[config.mk]
export PLATFORM = sky130hd
export DESIGN_NAME = rotary_encoder_frame_decoder_unit
export DESIGN_NICKNAME = d
export VERILOG_FILES = /design/src/hw/rtl/redu_pkg.sv /design/src/hw/rtl/redu_line_pick.sv /design/src/hw/rtl/redu_frame_capture.sv /design/src/hw/rtl/rotary_encoder_frame_decoder_unit.sv
export SDC_FILE = /design/constraint.sdc
export NUM_CORES = 1
export LEC_CHECK = 0
export BUFFER_PORTS_ARGS = -buffer_cell sky130_fd_sc_hd__buf_2
export CORE_UTILIZATION = 39
export CTS_CLUSTER_SIZE = 20
export DETAILED_ROUTE_END_ITERATION = 10
export GPL_TIMING_DRIVEN = 0
export PLACE_DENSITY_LB_ADDON = 0.08
export SYNTH_ARGS = -nofsm -noshare
export SYNTH_HDL_FRONTEND = slang
export SYNTH_SLANG_ARGS = --single-unit
[constraint.sdc]
create_clock -name clk -period 4.6 [get_ports clk]
set_input_delay 0.23 -clock clk [delete_from_list [all_inputs] [get_ports clk]]
set_output_delay 0.23 -clock clk [all_outputs]
set_load 0.01 [all_outputs]
[src/hw/rtl/redu_pkg.sv]
package redu_pkg;

  localparam int unsigned BYTE_W  = 8;
  localparam int unsigned POS_W   = 3;
  localparam int unsigned EV_W    = 2;
  localparam int unsigned FRAME_W = 2;
  localparam int unsigned CNT_W   = 2;
  localparam int unsigned IDX_W   = 3;
  localparam int unsigned DATA_W  = 3;

  localparam logic [EV_W-1:0] EV_NONE   = 2'd0;
  localparam logic [EV_W-1:0] EV_UP     = 2'd1;
  localparam logic [EV_W-1:0] EV_DOWN   = 2'd2;
  localparam logic [EV_W-1:0] EV_BUTTON = 2'd3;

  localparam logic [IDX_W-1:0] CFG_BUTTON_BIT = 3'd0;
  localparam logic [IDX_W-1:0] CFG_PLUS_BIT   = 3'd1;
  localparam logic [IDX_W-1:0] CFG_MINUS_BIT  = 3'd2;
  localparam logic [IDX_W-1:0] CFG_INVERT     = 3'd3;

  localparam logic [POS_W-1:0] BUTTON_BIT_RST = 3'd0;
  localparam logic [POS_W-1:0] PLUS_BIT_RST   = 3'd1;
  localparam logic [POS_W-1:0] MINUS_BIT_RST  = 3'd2;

  // last frame slot of a capture, count value at which decoding happens
  localparam logic [CNT_W-1:0] LAST_FRAME = 2'd2;

  typedef struct packed {
    logic btn;
    logic plus;
    logic minus;
  } lines_t;

endpackage

[src/hw/rtl/redu_line_pick.sv]
module redu_line_pick (
  input  logic [redu_pkg::BYTE_W-1:0] port_byte,
  input  logic [redu_pkg::POS_W-1:0]  button_bit,
  input  logic [redu_pkg::POS_W-1:0]  plus_bit,
  input  logic [redu_pkg::POS_W-1:0]  minus_bit,
  output redu_pkg::lines_t            lines
);

  // raw pin levels, each line read at its own position even if shared
  always_comb begin
    lines.btn   = port_byte[button_bit];
    lines.plus  = port_byte[plus_bit];
    lines.minus = port_byte[minus_bit];
  end

endmodule

[src/hw/rtl/redu_frame_capture.sv]
module redu_frame_capture (
  input  logic                      clk,
  input  logic                      rst,
  input  logic                      step,
  input  redu_pkg::lines_t          lines,
  input  logic                      invert_direction,
  output logic [redu_pkg::EV_W-1:0] ev
);

  logic [redu_pkg::FRAME_W-1:0] frame0, frame0_next;
  logic [redu_pkg::FRAME_W-1:0] frame1, frame1_next;
  logic [redu_pkg::CNT_W-1:0]   frame_count, frame_count_next;
  logic                         capture_active, capture_active_next;

  logic [redu_pkg::FRAME_W-1:0] cur;
  logic [redu_pkg::CNT_W-1:0]   idx;

  function automatic logic [redu_pkg::EV_W-1:0] decode_dir(
    input logic [redu_pkg::FRAME_W-1:0] f0,
    input logic [redu_pkg::FRAME_W-1:0] f1,
    input logic [redu_pkg::FRAME_W-1:0] f2,
    input logic                         inv
  );
    logic [redu_pkg::EV_W-1:0] dir;
    dir = redu_pkg::EV_NONE;
    if (f0[1] && !f0[0]) begin
      dir = redu_pkg::EV_UP;
    end else if (f0[0] && !f0[1]) begin
      dir = redu_pkg::EV_DOWN;
    end
    if (f1 != '0) begin
      dir = redu_pkg::EV_NONE;
    end
    // only a repeat of the first frame's pattern in the third frame cancels
    if ((dir == redu_pkg::EV_UP && f2[1] && !f2[0]) ||
        (dir == redu_pkg::EV_DOWN && !f2[1] && f2[0])) begin
      dir = redu_pkg::EV_NONE;
    end
    if (inv) begin
      if (dir == redu_pkg::EV_UP) begin
        dir = redu_pkg::EV_DOWN;
      end else if (dir == redu_pkg::EV_DOWN) begin
        dir = redu_pkg::EV_UP;
      end
    end
    return dir;
  endfunction

  always_comb begin
    cur = {lines.plus, lines.minus};
    idx = (frame_count > redu_pkg::LAST_FRAME) ? redu_pkg::LAST_FRAME : frame_count;
    frame0_next         = frame0;
    frame1_next         = frame1;
    frame_count_next    = frame_count;
    capture_active_next = capture_active;
    ev                  = redu_pkg::EV_NONE;
    if (!lines.btn) begin
      // button sample leaves the capture untouched
      ev = redu_pkg::EV_BUTTON;
    end else if (capture_active || !lines.plus || !lines.minus) begin
      case (idx)
        2'd0:    frame0_next = cur;
        2'd1:    frame1_next = cur;
        default: frame1_next = frame1;
      endcase
      if (idx == redu_pkg::LAST_FRAME) begin
        capture_active_next = 1'b0;
        frame_count_next    = '0;
        ev = decode_dir(frame0, frame1, cur, invert_direction);
      end else begin
        capture_active_next = 1'b1;
        frame_count_next    = idx + 2'd1;
      end
    end
  end

  always_ff @(posedge clk) begin
    if (rst) begin
      frame0         <= '0;
      frame1         <= '0;
      frame_count    <= '0;
      capture_active <= 1'b0;
    end else if (step) begin
      frame0         <= frame0_next;
      frame1         <= frame1_next;
      frame_count    <= frame_count_next;
      capture_active <= capture_active_next;
    end
  end

endmodule

[src/hw/rtl/rotary_encoder_frame_decoder_unit.sv]
// Rotary encoder frame decoder: takes one sampled port byte per transfer and
// returns one event per byte (none, up, down or button). A byte is held in the
// input register, is decoded combinationally against the capture state, and
// its event is registered in the output register; the block sustains one byte
// per clock while the output is not stalled, since the capture state is updated
// as each byte advances. Output backpressure holds the input stage.
// The user writes bit positions and the direction swap through the cfg port
// only while no byte is in flight; the block itself does not enforce this.
module rotary_encoder_frame_decoder_unit (
  input  logic                          clk,
  input  logic                          rst,
  input  logic                          in_valid,
  output logic                          in_ready,
  input  logic [redu_pkg::BYTE_W-1:0]   port_byte,
  output logic                          out_valid,
  input  logic                          out_ready,
  output logic [redu_pkg::EV_W-1:0]     event_res,
  input  logic                          cfg_we,
  input  logic [redu_pkg::IDX_W-1:0]    cfg_index,
  input  logic [redu_pkg::DATA_W-1:0]   cfg_wdata
);

  logic [redu_pkg::POS_W-1:0]  button_bit;
  logic [redu_pkg::POS_W-1:0]  plus_bit;
  logic [redu_pkg::POS_W-1:0]  minus_bit;
  logic                        invert_direction;

  logic                        s1_valid;
  logic [redu_pkg::BYTE_W-1:0] s1_byte;
  logic                        advance;
  redu_pkg::lines_t            lines;
  logic [redu_pkg::EV_W-1:0]   ev;

  always_ff @(posedge clk) begin
    if (rst) begin
      button_bit       <= redu_pkg::BUTTON_BIT_RST;
      plus_bit         <= redu_pkg::PLUS_BIT_RST;
      minus_bit        <= redu_pkg::MINUS_BIT_RST;
      invert_direction <= 1'b0;
    end else if (cfg_we) begin
      case (cfg_index)
        redu_pkg::CFG_BUTTON_BIT: button_bit       <= cfg_wdata[redu_pkg::POS_W-1:0];
        redu_pkg::CFG_PLUS_BIT:   plus_bit         <= cfg_wdata[redu_pkg::POS_W-1:0];
        redu_pkg::CFG_MINUS_BIT:  minus_bit        <= cfg_wdata[redu_pkg::POS_W-1:0];
        redu_pkg::CFG_INVERT:     invert_direction <= cfg_wdata[0];
        default:                  invert_direction <= invert_direction;
      endcase
    end
  end

  assign advance  = s1_valid && (!out_valid || out_ready);
  assign in_ready = !s1_valid || advance;

  always_ff @(posedge clk) begin
    if (rst) begin
      s1_valid <= 1'b0;
    end else if (in_ready) begin
      s1_valid <= in_valid;
    end
  end

  always_ff @(posedge clk) begin
    if (in_valid && in_ready) begin
      s1_byte <= port_byte;
    end
  end

  redu_line_pick u_line_pick (
    .port_byte  (s1_byte),
    .button_bit (button_bit),
    .plus_bit   (plus_bit),
    .minus_bit  (minus_bit),
    .lines      (lines)
  );

  redu_frame_capture u_frame_capture (
    .clk              (clk),
    .rst              (rst),
    .step             (advance),
    .lines            (lines),
    .invert_direction (invert_direction),
    .ev               (ev)
  );

  always_ff @(posedge clk) begin
    if (rst) begin
      out_valid <= 1'b0;
    end else if (!out_valid || out_ready) begin
      out_valid <= s1_valid;
    end
  end

  always_ff @(posedge clk) begin
    if (advance) begin
      event_res <= ev;
    end
  end

endmodule

After elaboration in Yosys (flattened, before gate mapping)

Cells that the tools add are included.

Word-level logic and storage cells: 79
Output and inout bits: 4
Bits in registers: 29

Mux-type cells: 24
Reduce and logical (&&, ||, !) cells: 29
Magnitude comparators: 4
Eq/ne operators: 9
Add/sub/neg operators: 1

Operator list:

| operator              | count |
|---|---|
| $mux W2               | 17 |
| $lt A3 B4 Y1 const B  | 3 |
| $bmux W1 S3           | 3 |
| $logic_and A1 B1 Y1   | 8 |
| $reduce_and A2 Y1     | 4 |
| $reduce_and A4 Y1     | 2 |
| $eq A2 B1 Y1 const B  | 3 |
| $eq A2 B2 Y1 const B  | 3 |
| $eq A3 B2 Y1 const B  | 2 |
| $logic_not A1 Y1      | 6 |
| $logic_or A1 B1 Y1    | 5 |
| $mux W1               | 4 |
| $eq A3 B1 Y1 const B  | 1 |
| $logic_not A3 Y1      | 1 |
| $reduce_and A3 Y1     | 1 |
| $add A2 B1 Y2 const B | 1 |
| $gt A2 B2 Y1 const B  | 1 |
| $logic_not A2 Y1      | 1 |
| $reduce_bool A2 Y1    | 1 |

Longest topological paths before layout

Gate-level depths: netlist of the first run.

Depth in word-level cells: 22
Mapped depth: 5
Depth with buffers taken out: 5

Cells and area by module

A second synthesis of the first run with hierarchy kept.

Cell total of the unflattened synthesis: 110
Area total of the unflattened synthesis: 1385.1 µm²

By module, submodules not included:

| module                            | times used | cells each | area an instance (µm²) |
|---|---|---|---|
| rotary_encoder_frame_decoder_unit | 1          | 60         | 827.0 |
| redu_frame_capture                | 1          | 41         | 366.6 |
| redu_line_pick                    | 1          | 9          | 191.4 |

Least setup slack after synthesis of the first run

OpenSTA, ideal clock, no wires.

Kind: register to register
Start: register minus_bit[0] (netlist bit)
End: register u_frame_capture.frame0[0] (netlist bit)
Buffers on the path: 0
Cell stages (with the launch flop): 6
Setup time: 0.135 ns
Arrival time: 1.816 ns
Setup slack: 2.649 ns
Path through: dfxtp_1 > mux4_1 > mux2_4 > a311oi_4 > and2_2 > a211oi_1

Cells in the longest elaborated chain, start to end: 5

RTL lines:

| element                           | RTL line                                | text |
|---|---|---|
| start: declaration                | rotary_encoder_frame_decoder_unit.sv:25 | `logic [redu_pkg::POS_W-1:0] minus_bit;` |
| start signal: assignment          | rotary_encoder_frame_decoder_unit.sv:38 | `minus_bit <= redu_pkg::MINUS_BIT_RST;` |
| start signal: assignment          | rotary_encoder_frame_decoder_unit.sv:44 | `redu_pkg::CFG_MINUS_BIT: minus_bit <= cfg_wdata[redu_pkg::POS_W-1:0];` |
| $bmux W1 S3 (*)                   | redu_line_pick.sv:13                    | `lines.minus = port_byte[minus_bit];` |
| $mux W1 (not written as such) (*) | redu_line_pick.sv:13                    |  |
| $logic_not A1 Y1                  | redu_frame_capture.sv:60                | `end else if (capture_active \|\| !lines.plus \|\| !lines.minus) begin` |
| $logic_or A1 B1 Y1                | redu_frame_capture.sv:60                |  |
| $reduce_and A4 Y1 (no line)       | n/a                                     |  |
| end signal: assignment            | redu_frame_capture.sv:84                | `frame0 <= frame0_next;` |
| end: declaration                  | redu_frame_capture.sv:10                | `logic [redu_pkg::FRAME_W-1:0] frame0, frame0_next;` |

Mark *: on every way between the ends. The rest lies on a longest branch, timed or not. The select of a mux whose other input is x is not followed.
A chain may end at the register's enable or synchronous reset.

Final worst setup path of the first run

Start: register plus_bit[0] (netlist bit)
End: register event_res[1] (netlist bit), data pin

Cells in the longest elaborated chain, start to end: 16
Elaborated cells between the ends (all ways): 21
Classes of those cells: eq/ne: 2; mux: 11; reduce/logical: 8

RTL lines:

| element                           | RTL line                                           | text |
|---|---|---|
| start: declaration                | rotary_encoder_frame_decoder_unit.sv:24            | `logic [redu_pkg::POS_W-1:0] plus_bit;` |
| start signal: assignment          | rotary_encoder_frame_decoder_unit.sv:37            | `plus_bit <= redu_pkg::PLUS_BIT_RST;` |
| start signal: assignment          | rotary_encoder_frame_decoder_unit.sv:43            | `redu_pkg::CFG_PLUS_BIT: plus_bit <= cfg_wdata[redu_pkg::POS_W-1:0];` |
| $bmux W1 S3 (*)                   | redu_line_pick.sv:12                               | `lines.plus = port_byte[plus_bit];` |
| $mux W1 (not written as such) (*) | redu_line_pick.sv:12                               |  |
| $logic_not A1 Y1                  | redu_frame_capture.sv:36, redu_frame_capture.sv:60 |  |
| $logic_and A1 B1 Y1 (2 in a row)  | redu_frame_capture.sv:36                           | `(dir == redu_pkg::EV_DOWN && !f2[1] && f2[0])) begin` |
| $logic_or A1 B1 Y1                | redu_frame_capture.sv:35                           | `if ((dir == redu_pkg::EV_UP && f2[1] && !f2[0]) \|\|` |
| $mux W2                           | redu_frame_capture.sv:35                           |  |
| $mux W2                           | redu_frame_capture.sv:66                           | `if (idx == redu_pkg::LAST_FRAME) begin` |
| $mux W2                           | redu_frame_capture.sv:60                           |  |
| $mux W2                           | redu_frame_capture.sv:57                           | `if (!lines.btn) begin` |
| $eq A2 B2 Y1                      | redu_frame_capture.sv:42                           | `end else if (dir == redu_pkg::EV_DOWN) begin` |
| $mux W2                           | redu_frame_capture.sv:42                           |  |
| $mux W2                           | redu_frame_capture.sv:40                           | `if (dir == redu_pkg::EV_UP) begin` |
| $mux W2                           | redu_frame_capture.sv:39                           | `if (inv) begin` |
| $mux W2                           | redu_frame_capture.sv:66                           |  |
| $mux W2 (*)                       | redu_frame_capture.sv:60                           |  |
| end signal: assignment            | rotary_encoder_frame_decoder_unit.sv:95            | `event_res <= ev;` |
| end: declaration                  | rotary_encoder_frame_decoder_unit.sv:17            | `output logic [redu_pkg::EV_W-1:0] event_res,` |

Marks and branches as above.

==> flow_metrics.tcl, run 1 <==
set metrics [dict create \
    dr_wl_met3_um 91 \
    tns_ns 0 \
    wl_met1_um 1050 \
    cp_max_fo 4 \
    powerDensity_nw_per_um2 311 \
    maxCapViolations 0 \
    worstSetupPathType "flop to flop" \
    die_y_um 60.9 \
    die_w_um 60.9 \
    drt_iter0_markers 34 \
    cp.required_ns 4.81 \
    clkLatencyLatePin_ns 0.33 \
    fillers 332 \
    status "completed" \
    grt_pass1_wl_um 3910 \
    synth_nets 132 \
    gp_congestion 0.746 \
    reg2reg_depth 5 \
    nNetsFinal 160 \
    htree_levels 2 \
    drv_slew 0 \
    tightest_slew_ns 0.730 \
    rrSetupSlack_ns 2.48 \
    worstPathArrival_ns 2.32 \
    top_layer_used "met4" \
    num_vias 963 \
    hold_end "s1_byte[4]" \
    dpl_worst_slack_ns 2.48 \
    ctsResizeCount 0 \
    met2WireLength_um 1240 \
    finalSetupViolations 0 \
    cts.path.max_buffers 2 \
    grt_max_degree 11 \
    whs_path_depth 1 \
    design.core.area_um2 3340 \
    cts_sinks 29 \
    grt_pass1_vias 879 \
    detail_route.first_pass.iterations 4 \
    routed_wirelength_um 2430 \
    rsz0062_at_grt "false" \
    dieArea_um2 3710 \
    setup_slack_ns 2.48 \
    dp_hpwl_um 1890 \
    ys.flop_type "dfxtp_1" \
    syn_to_final_growth_pct 16.1 \
    clk_pin_slew_ns 0.10 \
    yosysUniqueCellTypes 30 \
    antenna_found_initial 0 \
    drive_gt1_share_pct 26.8 \
    synth-edff-count 10 \
    endpoint_kind "flop" \
    skew_ns 0.0117 \
    period_needed_ns 2.12 \
    finalHoldViolations 0 \
    seq_area_frac_synth_pct 50.2 \
    min_period_over_period_pct 46.0 \
    cts_root_buf "clkbuf_4" \
    pin_count 23 \
    synthArstFlopShare_pct 0 \
    synth_top_area_share_pct 28.1 \
    worstHoldStart "port_byte[4]" \
    fp-row-count 21 \
    cts_tree "done" \
    drt.antenna.violating_nets 0 \
    syn_avg_cell_area_um2 12.0 \
    syn_inst 113 \
    ir_worst_vdd_mv 0.141 \
    port_buffers 21 \
    wl_per_cell_um 12.9 \
    drc 0 \
    cts_setup_buffers 0 \
    synth_area_leaders "dfxtp_1 (28%), edfxtp_1 (22%), mux2i_1 (8.1%), mux4_1 (7.8%), nor2_1 (4.7%)" \
    synth.largest_area_cell "dfxtp_1" \
    ys_ff_latch 29 \
    antenna_cells 0 \
    cp-start-kind "flop" \
    r2r_start "plus_bit[0]" \
    start_util_pct 40.6 \
    leakage_uw 0.000572 \
    overflow 0 \
    grt_usage_pct 15.6 \
    crit-reg2reg-capture "event_res[1]" \
    setup.worst_path.start "plus_bit[0]" \
    max_freq_mhz 472 \
    maxSlewHeadroom_pct 50.9 \
    hold_class "input pin to flop" \
    routed_via_density 5.12 \
    ctsHoldBuffers 0 \
    syn_area_um2 1360 \
    cts_buffers 5 \
    synth-warning-count 0 \
]
## kinds of logic after synthesis
kind of cell | count (synthesis) | synth area share, %
multiplexers | 20 | 22.8
flip-flops | 29 | 50.2
AND/OR/NAND/NOR | 37 | 12.8
buffers and inverters | 7 | 2.49
AO/OA/AOI/OAI | 20 | 11.6
## power breakdown
group          total [uW]  switching (uW)  internal [uW]
Combinational        55.8            28.4           27.4
Clock                 149            91.9           57.5
Sequential            284            7.34            276
## Yosys cell counts, types with 2 or more instances
cell / instances
nor2b_1: 3
nand2b_1: 2
a41o_1: 2
mux4_2: 2
a211o_1: 3
a211oi_1: 4
dfxtp_1: 19
nand2_1: 6
inv_1: 5
a21oi_1: 7
edfxtp_1: 10
mux4_1: 4
nand3_1: 3
nor2_1: 17
mux2i_1: 11
## worst max path at each step
stage	end	slack, ns	cells after the start
3_5_place_dp	event_res[0]	2.48	5
2_1_floorplan	u_frame_capture.frame0[0]	2.65	5
3_3_place_gp	event_res[0]	2.49	5
4_1_cts	event_res[1]	2.46	5
6_report	event_res[1]	2.48	5
5_1_grt	event_res[1]	2.36	5
## metal layers
| metal | up-vias | GRT usage [%] |
|---|---|---|
| met3 | 6 | 6.61 |
| met5 | - | 0 |
| met4 | 0 | 7.79 |
| met2 | 16 | 26.2 |
| met1 | 458 | 16.8 |
| li1 | 483 | - |
## area by class of cell
type                       instances  area (um2)  share of cell area, %
inverter                           5        18.8                   1.19
buffer                             2        15.0                  0.955
clock inverter                     3        17.5                   1.11
tap                               46        57.6                   3.66
timing repair buffer              21         105                   6.68
clock buffer                       5        37.5                   2.39
sequential                        29         681                   43.3
multi-input combinational         77         641                   40.7
## flip-flops by register name, summed over array words and instances, names as in the netlist, 2 cells and up
| name | flops |
|---|---|
| button_bit | 3 |
| event_res | 2 |
| minus_bit | 3 |
| plus_bit | 3 |
| s1_byte | 8 |
| u_frame_capture.frame0 | 2 |
| u_frame_capture.frame1 | 2 |
| u_frame_capture.frame_count | 2 |
## cell usage in the layout (no fill, tap or decap)
cell	netlist	final
a211o_1	3	3
a211oi_1	4	4
a21oi_1	7	7
a311oi_4	1	1
a41o_1	2	2
and2_1	1	1
and2_2	1	1
and2b_2	1	1
buf_2	0	21
buf_6	1	1
clkbuf_1	1	1
clkbuf_4	0	5
clkinv_2	0	2
clkinvlp_4	0	1
dfxtp_1	19	19
edfxtp_1	10	10
inv_1	5	5
mux2_2	1	1
mux2_4	1	1
mux2i_1	11	11
mux2i_4	1	1
mux4_1	4	4
mux4_2	2	2
nand2_1	6	6
nand2b_1	2	2
nand3_1	3	3
nor2_1	17	17
nor2b_1	3	3
nor3_1	1	1
nor3b_1	1	1
nor4_1	1	1
o21ai_0	1	1
o22ai_1	1	1
o32ai_1	1	1
## critical path, stage by stage (launching register included)
cell and delay (ns):
dfxtp_1 0.39, mux4_1 0.59, mux2_2 0.34, a211o_1 0.29
o22ai_1 0.19, a41o_1 0.19
## metrics by stage
stage	total power [uW]	hold slack [ns]	std cells	cell area (um2)	utilization, %
after global placement	345	0.406	180	1520	45.5
final	489	0.0648	188	1570	47.1
after global routing	515	0.0260	188	1570	47.1
after CTS	495	0.0479	188	1570	47.1
after detailed placement	346	0.408	180	1520	45.5
after floorplan	327	0.329	113	1360	-
No activity file was read; power rests on OpenSTA's default activity.
==> inputs of run 2 (changes only) <==
==> constraint.sdc (replaced) <==
create_clock -name clk -period 2.1 [get_ports clk]
set_input_delay 0.105 -clock clk [delete_from_list [all_inputs] [get_ports clk]]
set_output_delay 0.105 -clock clk [all_outputs]
set_load 0.01 [all_outputs]
==> flow_metrics.tcl, run 2 (same netlist as run 1, synthesis figures left out) <==
set metrics [dict create \
    status "completed" \
    grt_max_degree 11 \
    maxCapViolations 0 \
    crit-reg2reg-capture "u_frame_capture.frame_count[0]" \
    nNetsFinal 173 \
    reg2reg_depth 5 \
    rsz0062_at_grt "true" \
    start_util_pct 40.6 \
    port_buffers 21 \
    cts_tree "done" \
    cp_max_fo 5 \
    utilization_pct 51.0 \
    cp-start-kind "flop" \
    cp.required_ns 2.31 \
    design.core.area_um2 3340 \
    grt_pass1_vias 914 \
    endpoint_kind "flop" \
    finalSetupViolations 0 \
    intPower_uw 810 \
    worstHoldStart "cfg_wdata[0]" \
    num_vias 1013 \
    wl_per_cell_um 12.9 \
    r2r_start "s1_byte[3]" \
    antenna_cells 0 \
    powerDensity_nw_per_um2 645 \
    cts.path.max_buffers 2 \
    tightest_slew_ns 0.735 \
    grt_usage_pct 15.9 \
    overflow 0 \
    leakage_uw 0.000619 \
    largest_reg_flops 8 \
    routed_via_density 5.04 \
    maxSlewHeadroom_pct 50.5 \
    tns_ns 0 \
    max_freq_mhz 483 \
    min_period_over_period_pct 98.6 \
    dp_hpwl_um 1890 \
    hold_end "plus_bit[0]" \
    routed_wirelength_um 2590 \
    die_w_um 60.9 \
    htree_levels 2 \
    fp-row-count 21 \
    pwr-share-seq_pct 56.7 \
    layout_commonest_cell "buf_2" \
    drive_gt1_share_pct 31.0 \
    post_layout_nonfiller_instances 201 \
    worstPathArrival_ns 2.28 \
    drt_iter0_markers 26 \
    top_register "s1_byte" \
    drt.antenna.violating_nets 0 \
    place_inst 180 \
    cts_root_buf "clkbuf_4" \
    swShare_pct 26.1 \
    fillers 323 \
    p_comb_share_pct 13.4 \
    ir_worst_vdd_mv 0.321 \
    clkLatencyLatePin_ns 0.33 \
    total_power_uw 1100 \
    cts_buffers 5 \
    drc 0 \
    p_sw_uw 286 \
    whs_path_depth 2 \
    grt_pass1_wl_um 4010 \
    skew_ns 0.0115 \
    gp_congestion 0.746 \
    worstSetupPathType "flop to flop" \
    final_cell_mix "buf_2 (21), nor2_1 (17), dfxtp_1 (17)" \
    pin_count 23 \
    clk_pin_slew_ns 0.10 \
    setup_slack_ns 0.0299 \
    drv_slew 0 \
    finalHoldViolations 0 \
    dieArea_um2 3710 \
    rrSetupSlack_ns 0.03 \
    period_needed_ns 2.07 \
    dpl_worst_slack_ns -0.0249 \
    die_y_um 60.9 \
    p_clk_share_pct 29.9 \
    detail_route.first_pass.iterations 3 \
    cts_sinks 29 \
    syn_to_final_growth_pct 25.5 \
    antenna_found_initial 0 \
    hold_class "input pin to flop" \
]
==> run 2: cell types whose count changed in the layout (fill, tap and decap cells not counted), sizes merged <==
cell         before  now
buf              22   24
dlygate4sd3       0   11
==> run 2: worst max-delay path, cell delays in order, from the launching register on <==
cell and delay, ns:
edfxtp_1 0.42, mux4_2 0.50, mux2_4 0.32, a311oi_4 0.42
mux2i_1 0.24, nor2_1 0.05
==> run 2: worst max path at each step <==
stage | startpoint | slack [ns] | depth (start not counted) | end
floorplan | minus_bit[0] | 0.15 | 5 | u_frame_capture.frame0[0]
global placement | minus_bit[0] | -0.006 | 5 | event_res[0]
finish | s1_byte[3] | 0.03 | 5 | u_frame_capture.frame_count[0]
global route | s1_byte[3] | -0.01 | 5 | u_frame_capture.frame0[1]
detailed placement | minus_bit[0] | -0.02 | 5 | event_res[0]
CTS | minus_bit[0] | 0.002 | 5 | event_res[1]
==> run 2: per-layer routing <==
layer,GRT usage (%),up-vias,wire length (um)
met5,0,-,0
met4,7.79,0,41
met3,6.40,4,86
met2,27.2,17,1340
met1,17.1,487,1120
li1,-,505,-
==> run 2: power groups by stage <==
stage / Clock, uW / Combinational, uW / Sequential [uW]
2_1_floorplan: 0 / 85.2 / 631
3_3_place_gp: 0 / 121 / 634
5_1_grt: 369 / 160 / 625
6_report: 328 / 147 / 622
3_5_place_dp: 0 / 124 / 635
4_1_cts: 339 / 141 / 622
==> run 2: per-stage QoR <==
| stage | hold slack (ns) | instance area (um2) |
|---|---|---|
| 6_report | 0.0407 | 1700 |
| 5_1_grt | 0.0191 | 1700 |
| 4_1_cts | 0.0249 | 1680 |
| 3_5_place_dp | 0.283 | 1520 |
| 3_3_place_gp | 0.281 | 1520 |
| 2_1_floorplan | 0.204 | 1360 |
==> run 2: area by class of cell <==
| cell class | count | area [um2] | share of cell area (%) |
|---|---|---|---|
| Multi-Input combinational cell | 77 | 638 | 37.5 |
| Sequential cell | 29 | 686 | 40.3 |
| Clock buffer | 5 | 37.5 | 2.21 |
| Inverter | 5 | 18.8 | 1.10 |
| Timing Repair Buffer | 34 | 230 | 13.5 |
| Buffer | 2 | 15.0 | 0.883 |
| Tap cell | 46 | 57.6 | 3.38 |
| Clock inverter | 3 | 17.5 | 1.03 |
==> run 2: what timing repair did <==
item,4_1_cts,5_1_grt
setup endpoints to repair,4,6
setup buffers,0,2
resized for setup,3,8
gates cloned,0,0
hold buffers,11,0
pin swaps,0,3
hold endpoints to repair,18,0
==> inputs of run 3 (changes only) <==
--- a/config.mk
+++ b/config.mk
@@ -11,6 +11,8 @@
 export DETAILED_ROUTE_END_ITERATION = 10
 export GPL_TIMING_DRIVEN = 0
 export PLACE_DENSITY_LB_ADDON = 0.08
+export RECOVER_POWER = 50
+export SETUP_SLACK_MARGIN = 0.15
 export SYNTH_ARGS = -nofsm -noshare
 export SYNTH_HDL_FRONTEND = slang
 export SYNTH_SLANG_ARGS = --single-unit
==> flow_metrics.tcl, run 3 (same netlist as run 1, synthesis figures left out) <==
set metrics [dict create \
    status "completed" \
    antenna_cells 0 \
    rsz0062_at_grt "true" \
    r2r_start "s1_byte[3]" \
    drt.antenna.violating_nets 0 \
    cp-start-kind "flop" \
    leakage_uw 0.000615 \
    hold_class "input pin to flop" \
    dp_hpwl_um 1900 \
    clk_pin_slew_ns 0.10 \
    reg2reg_depth 5 \
    maxCapViolations 0 \
    htree_levels 2 \
    min_period_over_period_pct 97.1 \
    layout_commonest_cell "buf_2" \
    grt_usage_pct 16.2 \
    cp.required_ns 2.32 \
    syn_to_final_growth_pct 27.1 \
    routed_via_density 4.93 \
    nNetsFinal 173 \
    finalSetupViolations 0 \
    drive_gt1_share_pct 31.0 \
    largest_reg_flops 8 \
    cts_sinks 29 \
    rrSetupSlack_ns 0.06 \
    cts_tree "done" \
    grt_pass1_wl_um 4160 \
    num_vias 991 \
    cts_root_buf "clkbuf_4" \
    drv_slew 0 \
    detail_route.first_pass.iterations 4 \
    drt_iter0_markers 55 \
    port_buffers 21 \
    final_cell_mix "buf_2 (18), dfxtp_1 (17), nor2_1 (16)" \
    skew_ns 0.00681 \
    wl_per_cell_um 13.4 \
    worstSetupPathType "flop to flop" \
    cts_buffers 5 \
    fp-row-count 21 \
    die_y_um 60.9 \
    post_layout_nonfiller_instances 201 \
    period_needed_ns 2.04 \
    worstHoldStart "cfg_wdata[0]" \
    worstPathArrival_ns 2.26 \
    powerDensity_nw_per_um2 644 \
    pin_count 23 \
    fillers 321 \
    antenna_found_initial 0 \
    tightest_slew_ns 0.729 \
    design.core.area_um2 3340 \
    dieArea_um2 3710 \
    dpl_worst_slack_ns -0.0456 \
    start_util_pct 40.6 \
    top_register "s1_byte" \
    overflow 0 \
    hold_end "plus_bit[0]" \
    finalHoldViolations 0 \
    max_freq_mhz 491 \
    cp_max_fo 5 \
    place_inst 180 \
    setup_slack_ns 0.0618 \
    die_w_um 60.9 \
    grt_max_degree 11 \
    gp_congestion 0.757 \
    routed_wirelength_um 2680 \
    maxSlewHeadroom_pct 50.9 \
    whs_path_depth 2 \
    crit-reg2reg-capture "u_frame_capture.frame0[0]" \
    clkLatencyLatePin_ns 0.34 \
    drc 0 \
    grt_pass1_vias 925 \
    endpoint_kind "flop" \
    ir_worst_vdd_mv 0.333 \
    cts.path.max_buffers 2 \
]
[run 3: worst max path at each step]
stage	from	to	slack [ns]	cells past startpoint
global placement	minus_bit[0]	event_res[0]	-0.009	5
global route	s1_byte[3]	u_frame_capture.frame_count[0]	-0.004	5
finish	s1_byte[3]	u_frame_capture.frame0[0]	0.06	5
floorplan	plus_bit[0]	u_frame_capture.frame0[0]	0.16	5
CTS	s1_byte[3]	event_res[1]	0.06	5
detailed placement	minus_bit[0]	event_res[0]	-0.05	5
[run 3: per-layer routing]
layer	up-vias	wire (um)	GRT usage, %
met5	-	0	0
li1	503	-	-
met3	7	83	4.48
met4	0	68	8.77
met1	465	1170	18.0
met2	16	1370	28.3
[run 3: power breakdown]
part / internal (uW) / switching, uW / total, uW
clock: 126 / 207 / 332
sequential: 606 / 17.3 / 623
combinational: 81.2 / 72.7 / 154
[run 3: cell type report]
| type | instances | area [um2] | share of cell area, % |
|---|---|---|---|
| Sequential cell | 29 | 683 | 39.7 |
| Clock buffer | 5 | 37.5 | 2.18 |
| Inverter | 5 | 18.8 | 1.09 |
| Buffer | 2 | 15.0 | 0.871 |
| Tap cell | 46 | 57.6 | 3.34 |
| Timing Repair Buffer | 34 | 226 | 13.1 |
| Multi-Input combinational cell | 77 | 667 | 38.7 |
| Clock inverter | 3 | 17.5 | 1.02 |
[run 3: repair_timing]
| action | in CTS | in global routing |
|---|---|---|
| pin swaps | 4 | 2 |
| setup buffers | 1 | 1 |
| setup endpoints to repair | 8 | 8 |
| cloned | 0 | 0 |
| hold buffers | 11 | 0 |
| gates resized for setup | 13 | 2 |
| hold endpoints to repair | 17 | 0 |
[run 3: metrics by stage]
stage               utilization, %  setup TNS [ns]  hold slack (ns)  instance area [um2]  power, uW
floorplan                        -               0            0.204                 1360        716
global placement              45.5        -0.00989            0.281                 1520        755
detailed placement            45.5         -0.0833            0.283                 1520        760
CTS                           51.4               0           0.0273                 1720       1110
global route                  51.6        -0.00354           0.0278                 1720       1160
finish                        51.6               0           0.0372                 1720       1110
[run 3: critical path, cell delays in order (launching register included)]
cell and delay, ns:
edfxtp_1 0.43, mux4_2 0.54, mux2_4 0.31, a311oi_4 0.36, and2_4 0.22, a211oi_1 0.07
